**src/rtl/ddma_pkg.sv**
```systemverilog
// ----------------------------------------------------------------------------
// ddma_pkg
// Shared types and constants for the cascaded dma controller pair.
// ----------------------------------------------------------------------------
package ddma_pkg;

   localparam logic [1:0] ACT_READ  = 2'd0;
   localparam logic [1:0] ACT_WRITE = 2'd1;
   localparam logic [1:0] ACT_D2M   = 2'd2;
   localparam logic [1:0] ACT_M2D   = 2'd3;

   localparam logic [2:0] KIND_NONE  = 3'd0;
   localparam logic [2:0] KIND_CHAN  = 3'd1;
   localparam logic [2:0] KIND_MAIN  = 3'd2;
   localparam logic [2:0] KIND_LPAGE = 3'd3;
   localparam logic [2:0] KIND_HPAGE = 3'd4;

   localparam logic [2:0] MAIN_CMD    = 3'd0;
   localparam logic [2:0] MAIN_REQ    = 3'd1;
   localparam logic [2:0] MAIN_SMASK  = 3'd2;
   localparam logic [2:0] MAIN_MODE   = 3'd3;
   localparam logic [2:0] MAIN_FFCLR  = 3'd4;
   localparam logic [2:0] MAIN_RESET  = 3'd5;
   localparam logic [2:0] MAIN_UNMASK = 3'd6;
   localparam logic [2:0] MAIN_MASK   = 3'd7;

   localparam logic [1:0] TYPE_VERIFY = 2'd0;
   localparam logic [1:0] TYPE_D2M    = 2'd1;
   localparam logic [1:0] TYPE_M2D    = 2'd2;

   typedef struct packed {
      logic [2:0] kind;
      logic       ctl;
      logic [3:0] off;
   } decode_type;

   // page slot for each page port offset, bit 3 set for reserved slots
   function automatic logic [3:0] page_slot(input logic [3:0] a);
      logic [3:0] s;
      case (a)
         4'd0:    s = 4'd2;
         4'd1:    s = 4'd3;
         4'd2:    s = 4'd1;
         4'd6:    s = 4'd0;
         4'd8:    s = 4'd6;
         4'd9:    s = 4'd7;
         4'd10:   s = 4'd5;
         default: s = 4'b1000;
      endcase
      return s;
   endfunction

   function automatic decode_type port_decode(input logic [10:0] p);
      decode_type d;
      d = '{kind: KIND_NONE, ctl: 1'b0, off: 4'd0};
      if (p <= 11'h007) begin
         d.kind = KIND_CHAN; d.off = p[3:0];
      end else if (p <= 11'h00f) begin
         d.kind = KIND_MAIN; d.off = {1'b0, p[2:0]};
      end else if (p >= 11'h081 && p <= 11'h08b) begin
         d.kind = KIND_LPAGE; d.off = 4'(p - 11'h081);
      end else if (p >= 11'h0c0 && p <= 11'h0cf) begin
         d.kind = KIND_CHAN; d.ctl = 1'b1; d.off = {1'b0, p[3:1]};
      end else if (p >= 11'h0d0 && p <= 11'h0df) begin
         d.kind = KIND_MAIN; d.ctl = 1'b1; d.off = {1'b0, p[3:1]};
      end else if (p >= 11'h481 && p <= 11'h48b) begin
         d.kind = KIND_HPAGE; d.off = 4'(p - 11'h481);
      end
      return d;
   endfunction

endpackage

```
**src/rtl/dual_dma_controller_with_page_registers.sv**
```systemverilog
// ----------------------------------------------------------------------------
// dual_dma_controller_with_page_registers
// Cascaded pair of 8237-style dma controllers with low and high page registers.
// ----------------------------------------------------------------------------
// One word is accepted per cycle whenever start is high (busy is always low);
// its result appears with rsp_valid in the following cycle, since the whole
// register access or transfer bookkeeping step is done between the input word
// and the result register. The receiver cannot stall, so results must be taken
// when shown.
module dual_dma_controller_with_page_registers (
   input  logic        clock,
   input  logic        reset,
   input  logic        start,
   output logic        busy,
   input  logic [1:0]  req_action,
   input  logic [10:0] req_port,
   input  logic [7:0]  req_wdata,
   input  logic [2:0]  req_chan,
   input  logic [17:0] req_req_length,
   input  logic        req_eop_in,
   output logic        rsp_valid,
   output logic [7:0]  rsp_rdata,
   output logic        rsp_blocked,
   output logic        rsp_is_verify,
   output logic        rsp_tc_reached,
   output logic        rsp_eop_echo,
   output logic        rsp_error_flag,
   output logic [17:0] rsp_byte_count,
   output logic [31:0] rsp_start_address,
   output logic [17:0] rsp_first_segment_bytes,
   output logic        rsp_decrementing,
   input  logic        psel,
   input  logic        penable,
   input  logic        pwrite,
   input  logic [1:0]  paddr,
   input  logic [31:0] pwdata,
   output logic [31:0] prdata,
   output logic        pready
);

   logic [15:0] base_addr_ff [8], base_addr_in [8];
   logic [15:0] cur_addr_ff  [8], cur_addr_in  [8];
   logic [15:0] base_cnt_ff  [8], base_cnt_in  [8];
   logic [15:0] cur_cnt_ff   [8], cur_cnt_in   [8];
   logic [7:0]  mode_ff      [8], mode_in      [8];
   logic [15:0] page_ff      [8], page_in      [8];
   logic [7:0]  cmd_ff  [2], cmd_in  [2];
   logic [3:0]  stat_ff [2], stat_in [2];
   logic [3:0]  reqb_ff [2], reqb_in [2];
   logic [3:0]  mask_ff [2], mask_in [2];
   logic        lbff_ff [2], lbff_in [2];
   logic        a32_ff;

   logic        valid_ff;
   logic [7:0]  rdata_ff, rdata_in;
   logic        blk_ff, blk_in, ver_ff, ver_in, tc_ff, tc_in, eop_ff, eop_in;
   logic        err_ff, err_in, dec_ff, dec_in;
   logic [17:0] bc_ff, bc_in, fs_ff, fs_in;
   logic [31:0] sa_ff, sa_in;

   ddma_pkg::decode_type dec;
   logic        go;

   assign busy  = 1'b0;
   assign go    = start;
   assign pready = 1'b1;
   assign prdata = (paddr == 2'd0) ? {31'd0, a32_ff} : 32'd0;
   assign dec   = ddma_pkg::port_decode(req_port);

   always_comb begin
      logic [2:0]  n, ch3;
      logic        c;
      logic [3:0]  bit4, s;
      logic [1:0]  ch;
      logic [15:0] v;
      logic [7:0]  md;
      logic [1:0]  typ;
      logic        wide, isdec, tc, fin;
      logic [17:0] cnt, room, units;
      logic [16:0] cp1;
      logic [31:0] pg;
      base_addr_in = base_addr_ff; cur_addr_in = cur_addr_ff;
      base_cnt_in = base_cnt_ff; cur_cnt_in = cur_cnt_ff;
      mode_in = mode_ff; page_in = page_ff;
      cmd_in = cmd_ff; stat_in = stat_ff; reqb_in = reqb_ff;
      mask_in = mask_ff; lbff_in = lbff_ff;
      rdata_in = 8'd0; blk_in = 1'b0; ver_in = 1'b0; tc_in = 1'b0;
      eop_in = 1'b0; err_in = 1'b0; dec_in = 1'b0;
      bc_in = 18'd0; fs_in = 18'd0; sa_in = 32'd0;
      bit4 = 4'd0; md = 8'd0; typ = 2'd0; wide = 1'b0; isdec = 1'b0;
      tc = 1'b0; fin = 1'b0; cnt = 18'd0; room = 18'd0; units = 18'd0;
      cp1 = 17'd0; pg = 32'd0;
      c = dec.ctl;
      n = {c, dec.off[2:1]};
      ch = req_wdata[1:0];
      ch3 = {c, ch};
      s = ddma_pkg::page_slot(dec.off);
      v = 16'd0;
      if (go && req_action == ddma_pkg::ACT_READ) begin
         rdata_in = 8'hff;
         case (dec.kind)
            ddma_pkg::KIND_CHAN: begin
               v = dec.off[0] ? cur_cnt_ff[n] : cur_addr_ff[n];
               rdata_in = lbff_ff[c] ? v[7:0] : v[15:8];
               lbff_in[c] = !lbff_ff[c];
            end
            ddma_pkg::KIND_MAIN: begin
               if (dec.off[2:0] == ddma_pkg::MAIN_CMD) begin
                  rdata_in = {reqb_ff[c] | {3'd0, c && !cmd_ff[0][2] && (reqb_ff[0] != 4'd0)},
                              stat_ff[c]};
                  stat_in[c] = 4'd0;
               end else if (dec.off[2:0] == ddma_pkg::MAIN_MASK)
                  rdata_in = {4'd0, mask_ff[c]};
               else
                  rdata_in = 8'd0;
            end
            ddma_pkg::KIND_LPAGE, ddma_pkg::KIND_HPAGE: begin
               if (!s[3])
                  rdata_in = (dec.kind == ddma_pkg::KIND_HPAGE) ? page_ff[s[2:0]][15:8]
                                                                : page_ff[s[2:0]][7:0];
            end
            default: rdata_in = 8'hff;
         endcase
      end else if (go && req_action == ddma_pkg::ACT_WRITE) begin
         case (dec.kind)
            ddma_pkg::KIND_CHAN: begin
               if (dec.off[0]) begin
                  base_cnt_in[n] = lbff_ff[c] ? {base_cnt_ff[n][15:8], req_wdata}
                                              : {req_wdata, base_cnt_ff[n][7:0]};
                  cur_cnt_in[n] = base_cnt_in[n];
               end else begin
                  base_addr_in[n] = lbff_ff[c] ? {base_addr_ff[n][15:8], req_wdata}
                                               : {req_wdata, base_addr_ff[n][7:0]};
                  cur_addr_in[n] = base_addr_in[n];
               end
               lbff_in[c] = !lbff_ff[c];
            end
            ddma_pkg::KIND_MAIN: begin
               case (dec.off[2:0])
                  ddma_pkg::MAIN_CMD:   cmd_in[c] = req_wdata;
                  ddma_pkg::MAIN_REQ:   reqb_in[c][ch] = req_wdata[2];
                  ddma_pkg::MAIN_SMASK: mask_in[c][ch] = req_wdata[2];
                  ddma_pkg::MAIN_MODE:  mode_in[ch3] = req_wdata;
                  ddma_pkg::MAIN_FFCLR: lbff_in[c] = 1'b1;
                  ddma_pkg::MAIN_RESET: begin
                     lbff_in[c] = 1'b1; cmd_in[c] = 8'd0; stat_in[c] = 4'd0;
                     reqb_in[c] = 4'd0; mask_in[c] = 4'hf;
                  end
                  ddma_pkg::MAIN_UNMASK: mask_in[c] = 4'd0;
                  default: mask_in[c] = req_wdata[3:0];
               endcase
            end
            ddma_pkg::KIND_LPAGE: if (!s[3]) page_in[s[2:0]][7:0] = req_wdata;
            ddma_pkg::KIND_HPAGE: if (!s[3]) page_in[s[2:0]][15:8] = req_wdata;
            default: ;
         endcase
      end else if (go) begin
         n = req_chan;
         c = n[2];
         bit4 = 4'b0001 << n[1:0];
         wide = c;
         md = mode_ff[n];
         typ = md[3:2];
         cp1 = {1'b0, cur_cnt_ff[n]} + 17'd1;
         cnt = wide ? {cp1, 1'b0} : {1'b0, cp1};
         if (req_req_length != 18'd0 && req_req_length < cnt) cnt = req_req_length;
         if (n == 3'd4)
            err_in = 1'b1;
         else if (cmd_ff[c][2]
                  || ((mask_ff[c] & bit4) != 4'd0 && (reqb_ff[c] & bit4) == 4'd0)
                  || md[7:6] == 2'b11
                  || (typ != ddma_pkg::TYPE_VERIFY
                      && typ != ((req_action == ddma_pkg::ACT_D2M) ? ddma_pkg::TYPE_D2M
                                                                   : ddma_pkg::TYPE_M2D)))
            blk_in = 1'b1;
         else if (wide && cnt[0])
            err_in = 1'b1;
         else begin
            units = wide ? {1'b0, cnt[17:1]} : cnt;
            tc = units == {1'b0, cp1};
            fin = tc || req_eop_in;
            isdec = md[5];
            eop_in = req_eop_in;
            tc_in = tc;
            if (typ == ddma_pkg::TYPE_VERIFY)
               ver_in = 1'b1;
            else begin
               pg = a32_ff ? {16'd0, page_ff[n]} : {24'd0, page_ff[n][7:0]};
               if (wide) pg[0] = 1'b0;
               room = isdec ? ({2'd0, cur_addr_ff[n]} + 18'd1)
                            : (18'h10000 - {2'd0, cur_addr_ff[n]});
               if (wide) room = room << 1;
               bc_in = cnt;
               sa_in = {pg[15:0], 16'd0} | (wide ? {15'd0, cur_addr_ff[n], 1'b0}
                                                 : {16'd0, cur_addr_ff[n]});
               fs_in = (cnt < room) ? cnt : room;
               dec_in = isdec;
            end
            cur_addr_in[n] = isdec ? cur_addr_ff[n] - units[15:0]
                                   : cur_addr_ff[n] + units[15:0];
            cur_cnt_in[n] = cur_cnt_ff[n] - units[15:0];
            if (fin) begin
               stat_in[c] = stat_ff[c] | bit4;
               reqb_in[c] = reqb_ff[c] & ~bit4;
               if (md[4]) begin
                  cur_addr_in[n] = base_addr_ff[n];
                  cur_cnt_in[n] = base_cnt_ff[n];
               end else
                  mask_in[c] = mask_ff[c] | bit4;
            end
         end
      end
   end

   always_ff @(posedge clock) begin
      if (reset) begin
         for (int i = 0; i < 8; i++) begin
            base_addr_ff[i] <= 16'd0; cur_addr_ff[i] <= 16'd0;
            base_cnt_ff[i] <= 16'd0; cur_cnt_ff[i] <= 16'd0;
            mode_ff[i] <= 8'd0; page_ff[i] <= 16'd0;
         end
         for (int i = 0; i < 2; i++) begin
            cmd_ff[i] <= 8'd0; stat_ff[i] <= 4'd0; reqb_ff[i] <= 4'd0;
            mask_ff[i] <= 4'hf; lbff_ff[i] <= 1'b1;
         end
         valid_ff <= 1'b0;
         a32_ff <= 1'b0;
      end else begin
         base_addr_ff <= base_addr_in; cur_addr_ff <= cur_addr_in;
         base_cnt_ff <= base_cnt_in; cur_cnt_ff <= cur_cnt_in;
         mode_ff <= mode_in; page_ff <= page_in;
         cmd_ff <= cmd_in; stat_ff <= stat_in; reqb_ff <= reqb_in;
         mask_ff <= mask_in; lbff_ff <= lbff_in;
         valid_ff <= go;
         if (psel && penable && pwrite && paddr == 2'd0) a32_ff <= pwdata[0];
      end
      rdata_ff <= rdata_in; blk_ff <= blk_in; ver_ff <= ver_in; tc_ff <= tc_in;
      eop_ff <= eop_in; err_ff <= err_in; dec_ff <= dec_in;
      bc_ff <= bc_in; fs_ff <= fs_in; sa_ff <= sa_in;
   end

   assign rsp_valid = valid_ff;
   assign rsp_rdata = rdata_ff;
   assign rsp_blocked = blk_ff;
   assign rsp_is_verify = ver_ff;
   assign rsp_tc_reached = tc_ff;
   assign rsp_eop_echo = eop_ff;
   assign rsp_error_flag = err_ff;
   assign rsp_byte_count = bc_ff;
   assign rsp_start_address = sa_ff;
   assign rsp_first_segment_bytes = fs_ff;
   assign rsp_decrementing = dec_ff;

endmodule

```
**config.mk**
```make
export PLATFORM = sky130hd
export DESIGN_NAME = dual_dma_controller_with_page_registers
export DESIGN_NICKNAME = d
export VERILOG_FILES = /design/src/rtl/ddma_pkg.sv /design/src/rtl/dual_dma_controller_with_page_registers.sv
export SDC_FILE = /design/constraint.sdc
export NUM_CORES = 2
export LEC_CHECK = 0
export ABC_AREA = 1
export BUFFER_PORTS_ARGS = -buffer_cell sky130_fd_sc_hd__buf_2
export CORE_UTILIZATION = 29
export CTS_CLUSTER_SIZE = 16
export DETAILED_ROUTE_END_ITERATION = 8
export MAX_ROUTING_LAYER = met4
export REMOVE_ABC_BUFFERS = 1
export SLEW_MARGIN = 20
export SYNTH_ARGS = -nofsm -noshare
export SYNTH_HDL_FRONTEND = slang
export SYNTH_SLANG_ARGS = --single-unit
```
**constraint.sdc**
```tcl
create_clock -name clock -period 7.16 [get_ports clock]
set_input_delay 0.358 -clock clock [delete_from_list [all_inputs] [get_ports clock]]
set_output_delay 0.358 -clock clock [all_outputs]
set_load 0.005 [all_outputs]
```
==> impl_results.md <==
* Status: complete, no violations
* Final hold violation count at 0
* Cells after Synth at 7,556
* Pwr Total at 0.0140 W
* Worst-skew pair later-pin latency at 770 ps
* Pre-Repair DR Iteration Count at 9
* Initial DRC count at 9,662
* Maximum clock frequency at 146 MHz
* Fin util at 35.2%
* GPL Wtd Cong at 1.01
* Yosys reg bits at 800
* M1 GR Usage at 38.3%
* Setup TNS at 0 ps
* Nets@finish at 7,937
* Vias in the first global route at 56,200
* Library cells used by synthesis at 64
* CP max stage cell: or2_2
* CP most frequent cell: nand2_1
* Mean post-synth cell area at 6.61 um2
* Met2 usage in global routing at 42.0%
* Crit Path Max Fanout at 7
* Hpwl dp at 179 mm
* Global Route Usage Sum at 30.5%
* Global-route wire length before repair at 387 mm
* GR peak layer: met2
* Critical path class: reg -> reg
* Critical Path Sink Type: register
* Count leader, synth: nand2_1
* Max stage delay on crit path at 340 ps
* Layout Skew at 71.4 ps
* WP data required at 7780 ps
* Sink Count at 800
* Syn-to-layout area delta at 19.9%
* CTS clk-pin slew, worst paths at 60 ps
* H-tree levels at 3
* PortBufs at 135
* Worst Path Buf+Inv at 9
* Synth Cell Area at 50,000 um2
* Final Worst Setup Slack at 309 ps
* Vias at 62,100
* HP Class: in -> reg
* Area contributors post-synth: dfxtp_1 32%, a21oi_1 11%, o21ai_0 11%
* Grt ovf at 0
* Clk buf depth at 3
* Core Box Area at 170,000 um2
* Finish-stage setup viols at 0
* Chip height at 417 um
* DRC viols at 0
* Commonest register cell after synthesis: dfxtp_1
* Worst Path Arrival at 7470 ps
* Initial Util at 29.4%
* Slew margin rel. at 9.60%
* Share of the synthesized area in the top cell type at 32.0%
* Synth cell count leaders: 1,164 x nand2_1, 1,132 x a21oi_1, 1,120 x o21ai_0
* Max VDD drop at 0.190 mV
* # rows at 151
* Num CTS Buffers at 94
* Largest net degree at the start of global routing at 220
* Initial antenna violation count at 15
* Least-Margin Pin Slew at 1360 ps
* Post-layout min period at 6850 ps
* Max-cap violations at 0
* CTS tree: done
* Placement Setup Slack at -561 ps
* Top cell family by delay on the critical path: simple AND/OR/NAND/NOR gates
* Fill cell count at 18,100
* Startpoint Class: register
* Root Buffer: clkbuf_16
* Routed wire per std cell at 26.8 um
* Hold slack at 64.5 ps
* Leak at 24.0 nW
* Leading area contributor after synthesis: dfxtp_1
* Via density per instance at 6.10
* Fraction of layout cells with a size suffix above 1 at 14.4%
* ANT nets after route at 0
* Die area at 174,000 um2
* Synth Warn # at 0
* Final period util at 95.7%
* Met3 Use GR at 9.01%
* Post-synthesis sequential area ratio at 32.0%
* RSZ-0062 raised after global routing: yes
* Post-synth ARST share at 0%
* PwrDens at 234 nW/um2
* Post-synth EDFFs at 0
* Drt total wl at 272 mm
* Slew Limit Fails at 0
* Ports at 200
* Die Wd at 417 um
-- flip-flops by register name, indices dropped and copies added, names as in the netlist, 2 cells and up --
signal	flops
base_cnt_ff	128
cur_addr_ff	128
reqb_ff	8
rsp_start_address	32
rsp_byte_count	18
rsp_first_segment_bytes	18
lbff_ff	2
mode_ff	48
stat_ff	8
rsp_rdata	8
base_addr_ff	128
page_ff	128
mask_ff	8
cur_cnt_ff	128
cmd_ff	2
-- repair_timing --
action,in CTS,in global routing
resized for setup,3,143
endpoints found under the setup margin,7,158
hold buffers,4,0
cloned,0,0
hold endpoints to repair,3,0
pin swaps,0,37
buffers inserted,0,19
-- placed cells by master, fill, tap and decap left out, types with 39 or more instances in the layout --
master        n
nand2_1    1137
a21oi_1    1124
o21ai_0    1103
dfxtp_1     781
buf_4       554
inv_1       477
nor2_1      421
nand3_1     340
o22ai_1     303
o211ai_1    222
buf_2       136
clkbuf_16    94
a221oi_1     69
ha_1         66
o21ai_1      60
a22o_1       56
nand4_1      54
nor3_1       47
xor2_1       45
nor2_2       41
o221ai_1     41
o2111ai_1    41
nand2_2      39
-- report_power, final --
| group | switching, W | internal, W |
|---|---|---|
| clock | 0.00223 | 0.00288 |
| sequential | 0.000143 | 0.00459 |
| combinational | 0.00279 | 0.00139 |
| total | 0.00516 | 0.00886 |
-- final cells by class --
class                   count  area (um2)  area share (%)
diodes                     14        35.0          0.0584
clock buffers             132        2630            4.38
clock inverters            43         574           0.958
inverters                 532        2030            3.38
multi-input cells        5613       30000            50.1
flip-flops and latches    800       16000            26.8
well taps                2295        2870            4.79
repair buffers            743        5730            9.55
-- tightest hold or removal path, cell delays in order --
cell	delay [ps]
buf_2	140
nand3_1	150
a21oi_1	80
-- stage by stage --
stage          std cells  cell area, um2
4_1_cts            10100           59200
5_1_grt            10200           59900
3_3_place_gp        9953           55900
2_1_floorplan       6945           47400
6_report           10200           59900
3_5_place_dp        9954           56000
-- logic make-up after synthesis --
| family | after synthesis | synth area share [%] |
|---|---|---|
| compound gates | 3241 | 37.0 |
| simple gates | 2201 | 18.5 |
| buf+inv | 1174 | 9.45 |
| flops | 800 | 32.0 |
| fa+ha+maj | 71 | 1.80 |
| xor+xnor | 61 | 1.07 |
| mux | 6 | 0.120 |
| other cells | 2 | 0.0150 |
-- worst paths after layout --
check                           slack [ps]                  to          startpoint  depth (start not counted)
worst max-delay path                   310      cur_addr_ff[9]     cur_cnt_ff[113]                         52
worst min-delay path                    60  rsp_byte_count[13]  req_req_length[13]                          3
worst max register to register         310      cur_addr_ff[9]     cur_cnt_ff[113]                         52
worst min register to register         430         page_ff[49]         page_ff[49]                          2
-- metal layers --
layer | vias to the layer above | wire [um]
met5 | - | 0
met4 | 0 | 21000
met3 | 1127 | 37500
met2 | 4646 | 110000
met1 | 29000 | 104000
li1 | 27300 | -
(Power assumes the default switching activity.)
